### src/rtl/core/dci_pkg.sv
// Package: shared types, constants and helpers of the distance constraint impulse block.
`default_nettype none

package dci_pkg;

   // pipeline geometry
   localparam int SQ_STEPS    = 26;
   localparam int DIV_STEPS   = 34;
   localparam int DIV_LANES_A = 3;
   localparam int DIV_LANES_B = 6;
   localparam int PRE_STAGES  = 3;
   localparam int MID_STAGES  = 4;
   localparam int PIPE_DEPTH  = PRE_STAGES + SQ_STEPS + DIV_STEPS + MID_STAGES + DIV_STEPS;

   // divider lane widths
   localparam int DEN_W = 33;
   localparam int REM_W = 33;
   localparam int NUM_W = 64;
   localparam int QUO_W = 34;

   // square root lane widths
   localparam int RAD_W   = 52;
   localparam int ROOT_W  = 26;
   localparam int SQREM_W = 27;

   localparam int CSR_IDX_W = 3;

   // gap limit 1000.0 in Q16.16, and its square in Q32.32
   localparam logic signed [33:0] D_LIMIT  = 34'sd65536000;
   localparam logic [54:0]        LIMIT_SQ = 55'd65536000 * 55'd65536000;

   // floor(x / 5) = (x * RECIP5) >> RECIP5_SHIFT for x below 2^32
   localparam logic [31:0] RECIP5       = 32'hCCCC_CCCD;
   localparam int          RECIP5_SHIFT = 34;

   typedef enum logic [CSR_IDX_W-1:0] {
      CSR_OFFSET_X,
      CSR_OFFSET_Y,
      CSR_OFFSET_Z,
      CSR_TARGET,
      CSR_INV_MASS_A,
      CSR_INV_MASS_B
   } csr_index_type;

   typedef struct packed {
      logic signed [31:0] pos_a_x;
      logic signed [31:0] pos_a_y;
      logic signed [31:0] pos_a_z;
      logic signed [31:0] pos_b_x;
      logic signed [31:0] pos_b_y;
      logic signed [31:0] pos_b_z;
      logic signed [31:0] vel_a_x;
      logic signed [31:0] vel_a_y;
      logic signed [31:0] vel_a_z;
      logic signed [31:0] vel_b_x;
      logic signed [31:0] vel_b_y;
      logic signed [31:0] vel_b_z;
   } req_type;

   typedef struct packed {
      logic signed [31:0] new_vel_a_x;
      logic signed [31:0] new_vel_a_y;
      logic signed [31:0] new_vel_a_z;
      logic signed [31:0] new_vel_b_x;
      logic signed [31:0] new_vel_b_y;
      logic signed [31:0] new_vel_b_z;
      logic               applied;
   } rsp_type;

   // one restoring division lane: partial remainder, numerator bits still to
   // shift in (msb first), quotient so far, divisor
   typedef struct packed {
      logic [REM_W-1:0] rem;
      logic [NUM_W-1:0] num;
      logic [QUO_W-1:0] quo;
      logic [DEN_W-1:0] den;
   } div_lane_type;

   // one digit-by-digit square root lane
   typedef struct packed {
      logic [SQREM_W-1:0] rem;
      logic [RAD_W-1:0]   rad;
      logic [ROOT_W-1:0]  root;
   } sqrt_lane_type;

   function automatic logic signed [31:0] sat32(input logic signed [35:0] v);
      logic signed [31:0] r;
      if (v > 36'sd2147483647) begin
         r = 32'sh7FFF_FFFF;
      end else if (v < -36'sd2147483648) begin
         r = 32'sh8000_0000;
      end else begin
         r = v[31:0];
      end
      return r;
   endfunction

endpackage

`default_nettype wire

### src/rtl/core/dci_div_cell.sv
// One restoring division step for one divider lane.
`default_nettype none

module dci_div_cell (
   input  wire logic                  clock,
   input  wire logic                  en,
   input  wire dci_pkg::div_lane_type lane_i,
   output dci_pkg::div_lane_type      lane_o
);

   dci_pkg::div_lane_type lane_ff;
   dci_pkg::div_lane_type lane_in;

   logic [dci_pkg::REM_W:0] part;
   logic [dci_pkg::REM_W:0] diff;
   logic                    ge;

   always_comb begin
      part = {lane_i.rem, lane_i.num[dci_pkg::NUM_W-1]};
      ge   = (part >= {1'b0, lane_i.den});
      diff = part - {1'b0, lane_i.den};
      lane_in.rem = ge ? diff[dci_pkg::REM_W-1:0] : part[dci_pkg::REM_W-1:0];
      lane_in.num = {lane_i.num[dci_pkg::NUM_W-2:0], 1'b0};
      lane_in.quo = {lane_i.quo[dci_pkg::QUO_W-2:0], ge};
      lane_in.den = lane_i.den;
   end

   always_ff @(posedge clock) begin
      if (en) begin
         lane_ff <= lane_in;
      end
   end

   assign lane_o = lane_ff;

endmodule

`default_nettype wire

### config.mk
export PLATFORM = sky130hd
export DESIGN_NAME = dci_div_cell
export DESIGN_NICKNAME = d
export VERILOG_FILES = /design/src/rtl/core/dci_pkg.sv /design/src/rtl/core/dci_div_cell.sv
export SDC_FILE = /design/constraint.sdc
export NUM_CORES = 1
export LEC_CHECK = 0
export ABC_AREA = 1
export BUFFER_PORTS_ARGS = -buffer_cell sky130_fd_sc_hd__buf_4
export CORE_UTILIZATION = 49
export DETAILED_ROUTE_END_ITERATION = 10
export PLACE_DENSITY_LB_ADDON = 0.1
export SLEW_MARGIN = 40
export SYNTH_ARGS = -nofsm -noshare
export SYNTH_HDL_FRONTEND = slang
export SYNTH_SLANG_ARGS = --single-unit
### constraint.sdc
create_clock -name clock -period 2.5 [get_ports clock]
set_input_delay 0.625 -clock clock [delete_from_list [all_inputs] [get_ports clock]]
set_output_delay 0.625 -clock clock [all_outputs]
set_load 0.05 [all_outputs]
==> results.json <==
{
  "outcome": "finished, final reports clean",
  "grt_use_total_pct": 28.13,
  "placed_area_sq_um": 11210,
  "cts_resized": 0,
  "num_io_pins": 330,
  "p_sw_share_pct": 34.09,
  "drt-wirelength-per-cell_microns": 16.44,
  "cts_tree": "built",
  "area_growth_pct": 43.15,
  "core_region_area_sq_um": 16120,
  "post-synth-top-area-cell": "edfxtp_1",
  "setup_violations": 0,
  "cts_hold_buffers": 0,
  "yosys_warnings": 0,
  "worstSetupStartpointType": "input port",
  "ys_top_cells_by_area": "edfxtp_1 (60%), nand2_1 (13%), inv_1 (7.1%), ha_1 (5.0%), nand3_1 (3.3%)",
  "yosysMostFrequentCell": "nand2_1",
  "fp.dieArea_sq_um": 17300,
  "drt.antenna.violating_nets": 0,
  "path_max_fanout": 4,
  "p_leak_uw": 0.005911,
  "diodes": 0,
  "h-tree-depth": 4,
  "largest_reg_flops": 163,
  "design_area_sq_um": 11770,
  "synth_edf_count": 163,
  "pwr-share-clk_pct": 30.1,
  "ir_drop_v": 0.0005161,
  "grt_pass1_vias": 6853,
  "cp.arrival_ns": 2.40,
  "first_pass_iters": 5,
  "cap_violations": 0,
  "antenna_found_initial": 0,
  "whs_ns": 0.3708,
  "post_cts_buffers": 0,
  "die_w_microns": 131.5,
  "clk_pin_slew_ns": 0.07,
  "synth-seq-cells": 163,
  "synth_cell_types": 31,
  "max-clock-path-buffers": 2,
  "rsz0062_at_grt": "no",
  "synth_common_cells": "nand2_1 (289), edfxtp_1 (163), inv_1 (155)",
  "die_h_microns": 131.5,
  "endpoint_kind": "flop",
  "drv_slew": 0,
  "hold_violations": 0,
  "max_stage_delay_ns": 0.39,
  "routed_wl_mm": 23.86,
  "grt_max_degree": 68,
  "powerDensity_nw_per_um2": 708.4,
  "drt_first_iter_violations": 441,
  "synth_area_sq_um": 8220,
  "finalNetCount": 1422,
  "ys_seq_area_share_pct": 59.54,
  "crit_chain": "buf_4 -> inv_1 -> ha_1 -> inv_1 -> fa_1 -> nand2_1 -> nand2_1 -> nand3_1 -> nand2_1 -> nand2_1 -> nand2_1 -> nand2_1 -> nand3b_1 -> nand3_2 -> nand2_1",
  "synth_nets": 1044,
  "syn_area_per_cell_sq_um": 9.740,
  "fin_crit_ns": 2.215,
  "dpl.hpwl_mm": 18.88,
  "fin_crit_sh_pct": 88.59,
  "cts_made_buffers": 17,
  "clock-sinks": 163,
  "yosys_most_used_dff": "edfxtp_1",
  "fmax_mhz": 451.5,
  "critical-path-slowest-cell": "fa_1",
  "cts-root-buf": "clkbuf_16",
  "drc": 0,
  "p_sw_uw": 2842,
  "grt_overflow": 0,
  "async_flop_share_pct": 0,
  "place.gp.congestion": 0.9008,
  "via_per_inst": 4.822,
  "comb_power_share_pct": 29.3,
  "path_common_cell": "nand2_1",
  "num_rows": 46,
  "grt_first_pass_wirelength_mm": 36.96,
  "num_vias": 6997,
  "placement.io_buffers": 327,
  "drive_gt1_share_pct": 35.38,
  "p_int_uw": 5495,
  "hp-class": "input port to flop",
  "floorplan.initialDensity_pct": 51.01,
  "pwr-share-seq_pct": 40.6,
  "required_ns": 2.68,
  "path_class": "input port to flop",
  "syn_inst": 844,
  "synth_top_area_share_pct": 59.54
}
[critical path: cells and delay by family]
| family | cells | cell delay [ns] |
|---|---|---|
| simple gates | 10 | 1.04 |
| fa+ha+maj | 2 | 0.52 |
| buf+inv | 3 | 0.21 |
[cells by family (layout without fill, tap and decap cells)]
group,after synthesis,after routing,synth area share [%]
AO/OA/AOI/OAI,24,24,1.522
XOR/XNOR,14,14,1.492
buffers and inverters,170,561,8.280
flip-flops,163,163,59.54
adder cells (fa/ha/maj),34,34,5.266
other,1,1,0.04562
AND/OR/NAND/NOR,438,438,23.85
[cells in the final DEF, fill, tap and decap left out, types with 3 or more instances in the layout]
cell type	synthesis	final
edfxtp_1	163	163
nor2_2	4	4
nand3_1	54	54
inv_1	155	155
nand2_1	289	289
xor2_1	13	13
inv_6	0	3
ha_1	33	33
a21oi_1	21	21
nand3_2	15	15
nor3_2	3	3
nand3b_1	10	10
buf_4	1	366
inv_2	5	5
and2_1	5	5
nand2_2	6	6
nor3_1	8	8
clkbuf_16	0	17
nor2_1	35	35
[metrics by stage]
| stage | utilization (%) | power [uW] | TNS [ns] | cells | setup WS [ns] |
|---|---|---|---|---|---|
| floorplan | - | 4968 | 0 | 844 | 0.2315 |
| global placement | 69.56 | 5847 | -3.215 | 1419 | -0.1369 |
| detailed placement | 69.56 | 5887 | -4.431 | 1419 | -0.1738 |
| CTS | 73.02 | 8389 | 0 | 1451 | 0.2826 |
| global route | 73.02 | 8647 | 0 | 1451 | 0.1172 |
| finish | 73.02 | 8336 | 0 | 1451 | 0.2853 |
[power by group through the flow]
stage	logic, uW	clock network, uW	registers (uW)
floorplan	626	0	4340
global placement	2410	0	3430
detailed placement	2440	0	3440
CTS	2450	2550	3390
global route	2600	2640	3410
finish	2440	2510	3390
[layer usage]
| metal | wire length (microns) | part of all wire [%] | track usage, % | up-vias |
|---|---|---|---|---|
| met5 | 0 | 0 | 0 | - |
| met4 | 575 | 2.4 | 9.625 | 0 |
| met3 | 1542 | 6.5 | 5.517 | 37 |
| met2 | 12350 | 52 | 50.35 | 271 |
| met1 | 9389 | 39 | 33.62 | 3223 |
| li1 | - | - | - | 3466 |
[area by class of cell]
class | count | area, sq um
inverters | 160 | 600.6
clock buffers | 18 | 429.2
well taps | 216 | 270.3
multi-input cells | 511 | 2645
fillers | 1272 | 4348
clock inverters | 14 | 128.9
repair buffers | 369 | 2799
flip-flops and latches | 163 | 4895
[worst paths after layout]
| check | startpoint | to | slack [ns] | cells past startpoint |
|---|---|---|---|---|
| worst max-delay path | lane_i[130] | lane_o[159] | 0.29 | 15 |
| worst min-delay path | lane_i[60] | lane_o[61] | 0.37 | 1 |
Note: power is estimated with default switching activity, not from simulation.
