==> config.mk <==
export PLATFORM = sky130hd
export DESIGN_NAME = dci_sqrt_cell
export DESIGN_NICKNAME = d
export VERILOG_FILES = /design/src/rtl/core/dci_pkg.sv /design/src/rtl/core/dci_sqrt_cell.sv
export SDC_FILE = /design/constraint.sdc
export NUM_CORES = 1
export LEC_CHECK = 0
export ABC_AREA = 1
export BUFFER_PORTS_ARGS = -buffer_cell sky130_fd_sc_hd__buf_4
export CAP_MARGIN = 25
export CORE_MARGIN = 3
export CORE_UTILIZATION = 37
export DETAILED_ROUTE_END_ITERATION = 8
export SLEW_MARGIN = 40
export SYNTH_ARGS = -nofsm -noshare
export SYNTH_HDL_FRONTEND = slang
export SYNTH_SLANG_ARGS = --single-unit
==> constraint.sdc <==
create_clock -name clock -period 2.5 [get_ports clock]
set_clock_uncertainty 0.2 [all_clocks]
set_input_delay 0 -clock clock [delete_from_list [all_inputs] [get_ports clock]]
set_output_delay 0 -clock clock [all_outputs]
set_load 0.05 [all_outputs]
==> src/rtl/core/dci_pkg.sv <==
// Package: shared types, constants and helpers of the distance constraint impulse block.
`default_nettype none

package dci_pkg;

   // pipeline geometry
   localparam int SQ_STEPS    = 26;
   localparam int DIV_STEPS   = 34;
   localparam int DIV_LANES_A = 3;
   localparam int DIV_LANES_B = 6;
   localparam int PRE_STAGES  = 3;
   localparam int MID_STAGES  = 4;
   localparam int PIPE_DEPTH  = PRE_STAGES + SQ_STEPS + DIV_STEPS + MID_STAGES + DIV_STEPS;

   // divider lane widths
   localparam int DEN_W = 33;
   localparam int REM_W = 33;
   localparam int NUM_W = 64;
   localparam int QUO_W = 34;

   // square root lane widths
   localparam int RAD_W   = 52;
   localparam int ROOT_W  = 26;
   localparam int SQREM_W = 27;

   localparam int CSR_IDX_W = 3;

   // gap limit 1000.0 in Q16.16, and its square in Q32.32
   localparam logic signed [33:0] D_LIMIT  = 34'sd65536000;
   localparam logic [54:0]        LIMIT_SQ = 55'd65536000 * 55'd65536000;

   // floor(x / 5) = (x * RECIP5) >> RECIP5_SHIFT for x below 2^32
   localparam logic [31:0] RECIP5       = 32'hCCCC_CCCD;
   localparam int          RECIP5_SHIFT = 34;

   typedef enum logic [CSR_IDX_W-1:0] {
      CSR_OFFSET_X,
      CSR_OFFSET_Y,
      CSR_OFFSET_Z,
      CSR_TARGET,
      CSR_INV_MASS_A,
      CSR_INV_MASS_B
   } csr_index_type;

   typedef struct packed {
      logic signed [31:0] pos_a_x;
      logic signed [31:0] pos_a_y;
      logic signed [31:0] pos_a_z;
      logic signed [31:0] pos_b_x;
      logic signed [31:0] pos_b_y;
      logic signed [31:0] pos_b_z;
      logic signed [31:0] vel_a_x;
      logic signed [31:0] vel_a_y;
      logic signed [31:0] vel_a_z;
      logic signed [31:0] vel_b_x;
      logic signed [31:0] vel_b_y;
      logic signed [31:0] vel_b_z;
   } req_type;

   typedef struct packed {
      logic signed [31:0] new_vel_a_x;
      logic signed [31:0] new_vel_a_y;
      logic signed [31:0] new_vel_a_z;
      logic signed [31:0] new_vel_b_x;
      logic signed [31:0] new_vel_b_y;
      logic signed [31:0] new_vel_b_z;
      logic               applied;
   } rsp_type;

   // one restoring division lane: partial remainder, numerator bits still to
   // shift in (msb first), quotient so far, divisor
   typedef struct packed {
      logic [REM_W-1:0] rem;
      logic [NUM_W-1:0] num;
      logic [QUO_W-1:0] quo;
      logic [DEN_W-1:0] den;
   } div_lane_type;

   // one digit-by-digit square root lane
   typedef struct packed {
      logic [SQREM_W-1:0] rem;
      logic [RAD_W-1:0]   rad;
      logic [ROOT_W-1:0]  root;
   } sqrt_lane_type;

   function automatic logic signed [31:0] sat32(input logic signed [35:0] v);
      logic signed [31:0] r;
      if (v > 36'sd2147483647) begin
         r = 32'sh7FFF_FFFF;
      end else if (v < -36'sd2147483648) begin
         r = 32'sh8000_0000;
      end else begin
         r = v[31:0];
      end
      return r;
   endfunction

endpackage

`default_nettype wire

==> src/rtl/core/dci_sqrt_cell.sv <==
// One digit step of the pipelined integer square root.
`default_nettype none

module dci_sqrt_cell (
   input  wire logic                   clock,
   input  wire logic                   en,
   input  wire dci_pkg::sqrt_lane_type lane_i,
   output dci_pkg::sqrt_lane_type      lane_o
);

   dci_pkg::sqrt_lane_type lane_ff;
   dci_pkg::sqrt_lane_type lane_in;

   logic [dci_pkg::SQREM_W+1:0] trial;
   logic [dci_pkg::SQREM_W+1:0] part;
   logic [dci_pkg::SQREM_W+1:0] diff;
   logic                        ge;

   always_comb begin
      part  = {lane_i.rem, lane_i.rad[dci_pkg::RAD_W-1 -: 2]};
      trial = {1'b0, lane_i.root, 2'b01};
      ge    = (part >= trial);
      diff  = part - trial;
      lane_in.rem  = ge ? diff[dci_pkg::SQREM_W-1:0] : part[dci_pkg::SQREM_W-1:0];
      lane_in.rad  = {lane_i.rad[dci_pkg::RAD_W-3:0], 2'b00};
      lane_in.root = {lane_i.root[dci_pkg::ROOT_W-2:0], ge};
   end

   always_ff @(posedge clock) begin
      if (en) begin
         lane_ff <= lane_in;
      end
   end

   assign lane_o = lane_ff;

endmodule

`default_nettype wire

==> results by group, run 1 <==
Status
  • Status: finished, final reports clean

GRT
  • Gr usage total: 20.3%
  • Initial antenna violation count: 0
  • Largest net degree at the start of global routing: 70
  • First-pass GRT wire length: between 20 and 30 mm
  • Vias in the first global route: about 5300
  • Gr ovfl total: 0

Critical path
  • Setup Crit Path Kind: input port to flop
  • Critical Path AT: between 2 and 2.5 ns
  • Crit path cell chain: dlygate4sd3_1, buf_4, ha_1, nand2_2, nor2_4, nand2_2, nor2_1, nand2_1, nand3_1, nand2_4, nand3_1, nand2_1
  • Worst-path maximum fanout: 16
  • CP max stage cell: dlygate4sd3_1
  • Startpoint types: input port
  • Buf+Inv Stages, Crit Path: 2
  • Slowest Stage Delay on Critical Path: between 0.5 and 0.6 ns
  • Worst setup EP type: flop
  • CP required: 2.40 ns
  • Critical path's top delay family: simple AND/OR/NAND/NOR gates

Layout
  • Register area: between 0.003 and 0.004 sq mm
  • Area of the multi-input gates: 0.00211 sq mm
  • Max reg flops: between 100 and 150
  • Fillers: 1369
  • Share of cells above drive strength 1: ~28%
  • Non-filler cells, final: between 1000 and 1500
  • Net total in the final layout: 1105
  • Cell area after layout: approximately 0.009 sq mm
  • Diode count: 0
  • Area growth from synthesis to layout: 55.4%

Timing
  • Worst slew margin: around two thirds
  • Fmax: 423 MHz
  • Setup violations, final: 0
  • Hold WS: around 0.084 ns
  • Worst-margin pin slew: about 0.52 ns
  • Minimum clock period: 2.37 ns
  • Hold Fails Final Rpt: 0
  • Pins Over Slew Limit: 0
  • RSZ-0062 raised after global routing: false
  • Final setup TNS: 0 ns
  • Tcrit/Tclk final: ~95%

Pwr
  • Reg power frac: between 30% and 40%
  • P_leak: about 4.4 nW
  • Psw: approximately 1.9 mW
  • Pwr per Cell Area: 608 mW/mm^2
  • Max VDD drop: approximately 0.32 mV
  • Clk pwr share: about 27%
  • Switch share: 35.2%
  • Tot Pwr: around 5.5 mW
  • Comb power frac: 33.3%
  • Int Pwr: roughly 3.5 mW

Min path
  • Min-delay worst type: input port to flop

Synthesis
  • Post-synth top area cell: edfxtp_1
  • Share of the synthesized area in the top cell type: around 54%
  • Mapped Avg Cell Area: 8.90 sq um
  • Ranking of synthesized cells by area: edfxtp_1 54%, nand2_1 13%, inv_1 9.1%, ha_1 6.1%, nand3_1 3.6%
  • Cell Area, Synth: roughly 0.0058 sq mm
  • Yosys warns: 0
  • Post-synthesis sequential area ratio: 53.5%
  • Post-synth cell types: 27
  • Synthesized flop and latch total: 103
  • Cells after synthesis: between 600 and 700

Drt
  • Detailed Route WL: 17.9 mm
  • DR WL/cell: around 15 microns
  • Vias per Instance: approximately 4.5
  • DRT iter0 DRCs: 207
  • # DRC: 0
  • Vias: between 5000 and 6000
  • DRT antenna net count: 0
  • DRT Pass-1 Iters: 5

Floorplanning
  • Die W: between 100 and 150 microns
  • Die H: ~130 microns
  • IO Count: ~210
  • CORE AREA: between 0.015 and 0.02 sq mm
  • Initial Util: between 30% and 40%
  • # rows: between 40 and 50
  • Die area: between 0.015 and 0.02 sq mm

Place
  • Input/output buffers: 209
  • Dpl cell area: 0.00760 sq mm
  • Gp weighted congestion: around 0.87
  • Final HPWL DP: 13.3 mm
  • DP Cell Count: around 1100

Clock tree
  • Reg clk slew, reported paths: around 0.070 ns
  • H-tree depth: 3
  • Post CTS Setup Buffer Count: 0
  • Clock Sinks: just over 100
  • Clk buf depth: 2
  • Root Buffer: clkbuf_16
  • CTS Buf Count: 9
  • CTS tree: yes

Flow run
  • Max-cap violations: 0
[cell families (layout without fill, tap and decap cells)]
logic type / count (synthesis) / count (layout) / share of synthesized area (%)
simple gates: 321 / 321 / 24.8
buf+inv: 150 / 475 / 10.6
flops: 103 / 103 / 53.5
compound gates: 33 / 33 / 2.95
fa+ha+maj: 28 / 28 / 6.06
xor+xnor: 13 / 13 / 1.97
other cells: 1 / 2 / 0.0649
[layer usage]
| layer | wire, microns | track usage [%] |
|---|---|---|
| met5 | 0 | 0 |
| met4 | 244 | 6.17 |
| met3 | 1140 | 3.94 |
| met2 | 8940 | 36.5 |
| met1 | 7590 | 24.6 |
[Yosys cell counts, drive strengths merged]
cell	instances
or2	1
and3	2
a21oi	17
xor2	10
buf	9
and2	1
nand2	209
nand4	11
o21bai	2
inv	141
xnor2	3
nand3	54
ha	28
edfxtp	103
o21ai	14
conb	1
nor2	39
nor3	4
[placed cells by master, fill, tap and decap left out, types with 4 or more instances in the layout]
cell type	count
a21oi_1	16
buf_4	212
clkbuf_16	9
dlygate4sd3_1	103
edfxtp_1	103
ha_1	25
inv_1	140
nand2_1	199
nand2_2	9
nand3_1	40
nand3_2	14
nand4_1	11
nor2_1	27
nor2_2	10
nor3_1	4
o21ai_0	12
xor2_1	10
[area by class of cell]
class	count	share of cell area (%)
tap	211	2.94
clock inverter	6	0.864
sequential	103	34.5
multi-input combinational	397	23.5
inverter	141	5.90
timing repair buffer	318	29.8
clock buffer	10	2.55
[final timing paths]
check	start	endpoint	cells past startpoint
worst min-delay path	lane_i[88]	lane_o[90]$_DFFE_PP_	5
worst max-delay path	lane_i[91]	lane_o[90]$_DFFE_PP_	12
[power groups by stage]
stage                     Combinational (mW)  Clock, mW  Sequential [mW]
after floorplan                        0.493          0             2.78
after global placement                  1.67          0             2.19
after detailed placement                1.68          0             2.19
after CTS                               1.82       1.53             2.15
after global routing                    1.95       1.58             2.17
final                                   1.82       1.49             2.15
[repair_timing]
item	4_1_cts	5_1_grt
gates resized for setup	0	11
hold endpoints to repair	136	0
endpoints found under the setup margin	0	22
hold buffers	103	0
[through the flow]
stage	setup WS [ns]	util [%]
floorplan	0.675	-
global placement	0.231	49.8
detailed placement	0.191	49.8
CTS	0.00145	58.6
global route	0.0109	58.8
finish	0.135	58.8
Power figures use the tool's default switching activity.
==> inputs of run 2 (changes only) <==
--- a/config.mk
+++ b/config.mk
@@ -9,7 +9,7 @@
 export BUFFER_PORTS_ARGS = -buffer_cell sky130_fd_sc_hd__buf_4
 export CAP_MARGIN = 25
 export CORE_MARGIN = 3
-export CORE_UTILIZATION = 37
+export CORE_UTILIZATION = 29
 export DETAILED_ROUTE_END_ITERATION = 8
 export SLEW_MARGIN = 40
 export SYNTH_ARGS = -nofsm -noshare
==> constraint.sdc (replaced) <==
create_clock -name clock -period 2.04 [get_ports clock]
set_clock_uncertainty 0.2 [all_clocks]
set_input_delay 0 -clock clock [delete_from_list [all_inputs] [get_ports clock]]
set_output_delay 0 -clock clock [all_outputs]
set_load 0.05 [all_outputs]
==> results by group, run 2 (synthesis results as in run 1) <==
Pwr
  • P_leak: 4.63 nW (+4.2%)
  • Int Pwr: 4.28 mW (+21%)
  • Tot Pwr: 6.62 mW (+21%)
  • Switch share: 35.3% (+0.12 points)
  • Psw: 2.34 mW (+22%)
  • Clk pwr share: 25.4% (-1.9 points)
  • Max VDD drop: 0.393 mV (+23%)
  • Comb power frac: 34.7% (+1.4 points)
  • Reg power frac: 39.9% (+0.5 points)
  • Pwr per Cell Area: 709 mW/mm^2 (+17%)

GRT
  • Vias in the first global route: 5485 (+3.7%)
  • Largest net degree at the start of global routing: 66 (-5.7%)
  • Gr usage total: 16.7% (-3.6 points)
  • Gr ovfl total: 0 (unchanged)
  • First-pass GRT wire length: 28.7 mm (+7.7%)
  • Initial antenna violation count: 0 (unchanged)

Timing
  • Minimum clock period: 1.91 ns
  • Worst slew margin: 64.3% (-1.2 points)
  • Hold Fails Final Rpt: 0 (unchanged)
  • Pins Over Slew Limit: 0 (unchanged)
  • Setup violations, final: 0 (unchanged)
  • Tcrit/Tclk final: between 90% and 100%
  • Fmax: roughly 520 MHz
  • RSZ-0062 raised after global routing: false
  • Worst-margin pin slew: 0.536 ns (+0.0178 ns)

Layout
  • Fin util: 48.8% (-10 points)
  • Commonest non-fill, non-tap cell in the layout: buf_4
  • Net total in the final layout: 1145 (+3.6%)
  • Diode count: 0 (unchanged)
  • Non-filler cells, final: 1274 (+7.4%)
  • Share of cells above drive strength 1: 30.5% (+2.6 points)
  • Area growth from synthesis to layout: 61.6%
  • Fillers: 1853 (+35%)
  • Most frequent cells in the layout: 250 x buf_4, 198 x nand2_1, 140 x inv_1
  • Max reg flops: 103 (unchanged)

Drt
  • Vias per Instance: 4.22 (-6.2%)
  • Vias: 5373 (+0.79%)
  • # DRC: 0 (unchanged)
  • DRT antenna net count: 0 (unchanged)
  • DRT iter0 DRCs: 220 (+6.3%)
  • DRT Pass-1 Iters: 5 (unchanged)
  • Detailed Route WL: 18.2 mm (+1.6%)
  • DR WL/cell: 14.3 microns (-5.4%)

Critical path
  • Critical path's top delay family: buffers and inverters
  • Slowest Stage Delay on Critical Path: 0.53 ns (-0.03 ns)
  • Setup Crit Path Kind: input port to flop
  • CP required: 1.95 ns (-0.45 ns)
  • Crit path cell chain: dlygate4sd3_1, buf_4, inv_1, ha_2, inv_1, nand3_1, nand3_1, nand2_1, a21oi_2, o21ai_0, nand3_1, nand2_1
  • Critical Path AT: 1.82 ns (-0.44 ns)
  • Worst setup EP type: flop
  • CP max stage cell: dlygate4sd3_1
  • Buf+Inv Stages, Crit Path: 4 (+2)
  • Most frequent cell on the critical path: nand3_1
  • Startpoint types: input port
  • Worst-path maximum fanout: 4 (-12)
  • Worst setup path startpoint: lane_i[77]

Floorplanning
  • Die area: 0.0217 sq mm (+26%)
  • CORE AREA: 0.0191 sq mm (+25%)
  • IO Count: 212 (unchanged)
  • Initial Util: 30.2% (-7.7 points)
  • # rows: 50 (+11%)
  • Die W: 147 microns (+12%)
  • Die H: 147 microns (+12%)

Place
  • Input/output buffers: 209 (unchanged)
  • Final HPWL DP: 13.6 mm (+2.2%)
  • DP Cell Count: 1156 (+8.3%)
  • Gp weighted congestion: 0.898 (+3.6%)

Clock tree
  • Clock Sinks: 103 (unchanged)
  • H-tree depth: 3 (unchanged)
  • Reg clk slew, reported paths: 0.08 ns (about the same)
  • CTS Buf Count: 9 (unchanged)
  • Clk buf depth: 2 (unchanged)
  • Root Buffer: clkbuf_16
  • CTS tree: yes

Flow run
  • Max-cap violations: 0 (unchanged)

Min path
  • Hold_sp: lane_i[99]
  • Min-delay worst type: input port to flop

Status
  • Status: finished, final reports clean
run 2: cell types whose count changed in the layout (fill, tap and decap cells not counted), moves of 2 or more:
cell	delta
buf_12	+3
buf_4	+38
nand2_2	+2
nor2_2	-3
ha_2	-2
nor2_1	+3
ha_1	+2
run 2: timing repair:
action,CTS,global route
setup endpoints to repair,0,4
hold endpoints to repair,116,0
gates resized for setup,0,6
setup buffers,0,0
hold buffers,103,0
run 2: worst paths after layout:
kind / cells past startpoint / slack [ns] / endpoint
min: 5 / 0.06 / lane_o[101]$_DFFE_PP_
max: 12 / 0.13 / lane_o[94]$_DFFE_PP_
run 2: cell type report:
| cell class | instances | area, sq um | area share, % |
|---|---|---|---|
| inverter | 141 | 529 | 5.67 |
| sequential | 103 | 3090 | 33.1 |
| clock buffer | 9 | 225 | 2.41 |
| clock inverter | 6 | 55.1 | 0.590 |
| timing repair buffer | 358 | 3010 | 32.2 |
| tap | 260 | 325 | 3.49 |
| multi-input combinational | 397 | 2100 | 22.5 |
run 2: metal layers:
| layer | GRT usage (%) | part of all wire [%] |
|---|---|---|
| met1 | 20.9 | 44 |
| met2 | 29.0 | 48 |
| met3 | 4.29 | 7.4 |
| met4 | 3.82 | 1.0 |
| met5 | 0 | 0 |
run 2: through the flow:
step	worst slack, ns	TNS (ns)	hold slack [ns]	area (sq um)
floorplan	0.215	0	-0.101	5780
global placement	-0.0768	-1.52	-0.0220	8000
detailed placement	-0.0621	-0.768	-0.0206	8000
CTS	0.0374	0	0.0522	9310
global route	0.000544	0	0.0818	9330
finish	0.128	0	0.0597	9330
run 2: power groups by stage:
stage	logic, mW	clock network (mW)	registers (mW)
final	2.29	1.68	2.64
after global routing	2.48	1.81	2.66
after CTS	2.30	1.75	2.64
after detailed placement	2.14	0	2.69
after global placement	2.13	0	2.69
after floorplan	0.604	0	3.41
==> inputs of run 3 (changes only) <==
--- a/config.mk
+++ b/config.mk
@@ -8,7 +8,7 @@
 export ABC_AREA = 1
 export BUFFER_PORTS_ARGS = -buffer_cell sky130_fd_sc_hd__buf_4
 export CAP_MARGIN = 25
-export CORE_MARGIN = 3
+export CORE_ASPECT_RATIO = 0.6
 export CORE_UTILIZATION = 29
 export DETAILED_ROUTE_END_ITERATION = 8
 export SLEW_MARGIN = 40
==> results by group, run 3 (synthesis results as in run 1) <==
Drt
  • # DRC: 0 (unchanged)
  • Detailed Route WL: 18.6 mm (+2.2%)
  • Vias: 5563 (+3.5%)
  • DRT antenna net count: 0 (unchanged)
  • DRT iter0 DRCs: 279 (+27%)
  • Vias per Instance: 4.23 (+0.31%)
  • DRT Pass-1 Iters: 5 (unchanged)
  • DR WL/cell: 14.1 microns (-0.96%)

Place
  • Input/output buffers: 209 (unchanged)
  • Final HPWL DP: 13.9 mm (+2.1%)
  • DP Cell Count: 1197 (+3.5%)
  • Gp weighted congestion: 0.910 (+1.3%)
  • Dpl ws: -0.132 ns (-0.0698 ns)

Timing
  • Hold Fails Final Rpt: 1 (+1)
  • Pins Over Slew Limit: 0 (unchanged)
  • Fmax: 553 MHz (+5.8%)
  • Tcrit/Tclk final: 88.6% (-5.1 points)
  • Setup violations, final: 0 (unchanged)
  • RSZ-0062 raised after global routing: false
  • Final setup TNS: 0 ns (unchanged)
  • Minimum clock period: 1.81 ns (-0.105 ns)
  • Hold WS: -0.186 ns (-0.245 ns)
  • Final worst slack: 0.233 ns (+0.105 ns)

Layout
  • Max reg flops: 103 (unchanged)
  • Net total in the final layout: 1179 (+3.0%)
  • Diode count: 0 (unchanged)
  • Area growth from synthesis to layout: 65.8%
  • Non-filler cells, final: 1315 (+3.2%)
  • Most frequent cells in the layout: 285 x buf_4, 200 x nand2_1, 140 x inv_1
  • Commonest non-fill, non-tap cell in the layout: buf_4
  • Share of cells above drive strength 1: 32.2% (+1.7 points)

Pwr
  • Pwr per Cell Area: 703 mW/mm^2 (-0.78%)
  • P_leak: 4.79 nW (+3.4%)
  • Max VDD drop: 0.373 mV (-5.0%)

Critical path
  • Setup Crit Path Kind: input port to flop
  • Most frequent cell on the critical path: nand2_1
  • Worst-path maximum fanout: 24 (+20)
  • Crit path cell chain: buf_4, inv_1, ha_1, nand2_1, inv_1, a21oi_1, nand2_1, a21oi_1, nand3_2, buf_12, nand2_1, o21ai_0
  • CP required: 1.95 ns (about the same)
  • Critical Path AT: 1.72 ns (-0.10 ns)
  • Worst setup EP type: flop
  • CP max stage cell: ha_1
  • Startpoint types: input port
  • Slowest Stage Delay on Critical Path: 0.37 ns (-0.16 ns)

Clock tree
  • Root Buffer: clkbuf_16
  • CTS Buf Count: 9 (unchanged)
  • Hold-fix buffers, CTS: 102 (-0.97%)
  • Reg clk slew, reported paths: 0.07 ns (about the same)
  • Clock Sinks: 103 (unchanged)
  • CTS tree: yes
  • H-tree depth: 3 (unchanged)
  • Clk buf depth: 2 (unchanged)
  • Post CTS Setup Buffer Count: 0 (unchanged)

Status
  • Failing checks: hold timing
  • Status: finished, violations left

GRT
  • Gr usage total: 18.9% (+2.2 points)
  • Gr ovfl total: 0 (unchanged)
  • Initial antenna violation count: 0 (unchanged)
  • Largest net degree at the start of global routing: 54 (-18%)
  • First-pass GRT wire length: 29.6 mm (+3.2%)
  • Vias in the first global route: 5618 (+2.4%)

Flow run
  • Max-cap violations: 0 (unchanged)

Floorplanning
  • CORE AREA: 0.0193 sq mm (+0.69%)
  • Initial Util: 30.0% (-0.21 points)
  • Die W: 184 microns (+25%)
  • IO Count: 212 (unchanged)
  • # rows: 39 (-22%)
  • Die H: 111 microns (-24%)
  • Die area: 0.0205 sq mm (-5.3%)

Min path
  • Min-delay worst type: input port to flop
[run 3: cell count changes in the layout (fill, tap and decap cells not counted), sizes merged]
cell / delta
clkinvlp: +1
clkinv: -2
inv: +1
buf: +35
dlygate4sd3: -1
clkbuf: +1
[run 3: timing repair]
item	4_1_cts	5_1_grt
endpoints found under the setup margin	0	0
hold endpoints to repair	127	1
resized for setup	0	0
[run 3: power breakdown]
group	switching (mW)	leakage (nW)	internal (mW)	total (mW)
sequential	0.0647	1.01	2.58	2.64
clock	0.836	0.129	0.850	1.69
combinational	1.48	3.65	0.927	2.41
total	2.38	4.79	4.36	6.73
[run 3: routing by layer]
metal / global-route usage [%] / part of all wire (%) / vias up
li1: - / - / 2851
met1: 27.9 / 51 / 2505
met2: 27.7 / 41 / 196
met3: 5.35 / 7.5 / 11
met4: 2.89 / 0.85 / 0
met5: 0 / 0 / -
[run 3: path summary, 6_finish.rpt]
kind	end	from	cells past startpoint
setup / recovery	lane_o[83]$_DFFE_PP_	lane_i[17]	12
hold / removal	lane_o[78]$_DFFE_PP_	lane_i[76]	3
[run 3: cell type report]
class	count	area, sq um
fillers	1857	9700
well taps	266	333
clock buffers	10	229
multi-input cells	397	2080
repair buffers	392	3260
flip-flops and latches	103	3090
inverters	141	529
clock inverters	6	53.8
[run 3: critical path, delay by kind of cell]
kind / cells / cell delay [ns]
AO/OA/AOI/OAI: 3 / 0.47
AND/OR/NAND/NOR: 4 / 0.48
adder cells (fa/ha/maj): 1 / 0.37
buffers and inverters: 4 / 0.38
[run 3: through the flow]
step | area [sq um] | utilization (%) | power, mW
finish | 9580 | 49.7 | 6.73
detailed placement | 8270 | 42.9 | 4.93
CTS | 9580 | 49.7 | 6.80
global placement | 8270 | 42.9 | 4.92
global route | 9580 | 49.7 | 7.09
floorplan | 5780 | - | 4.01
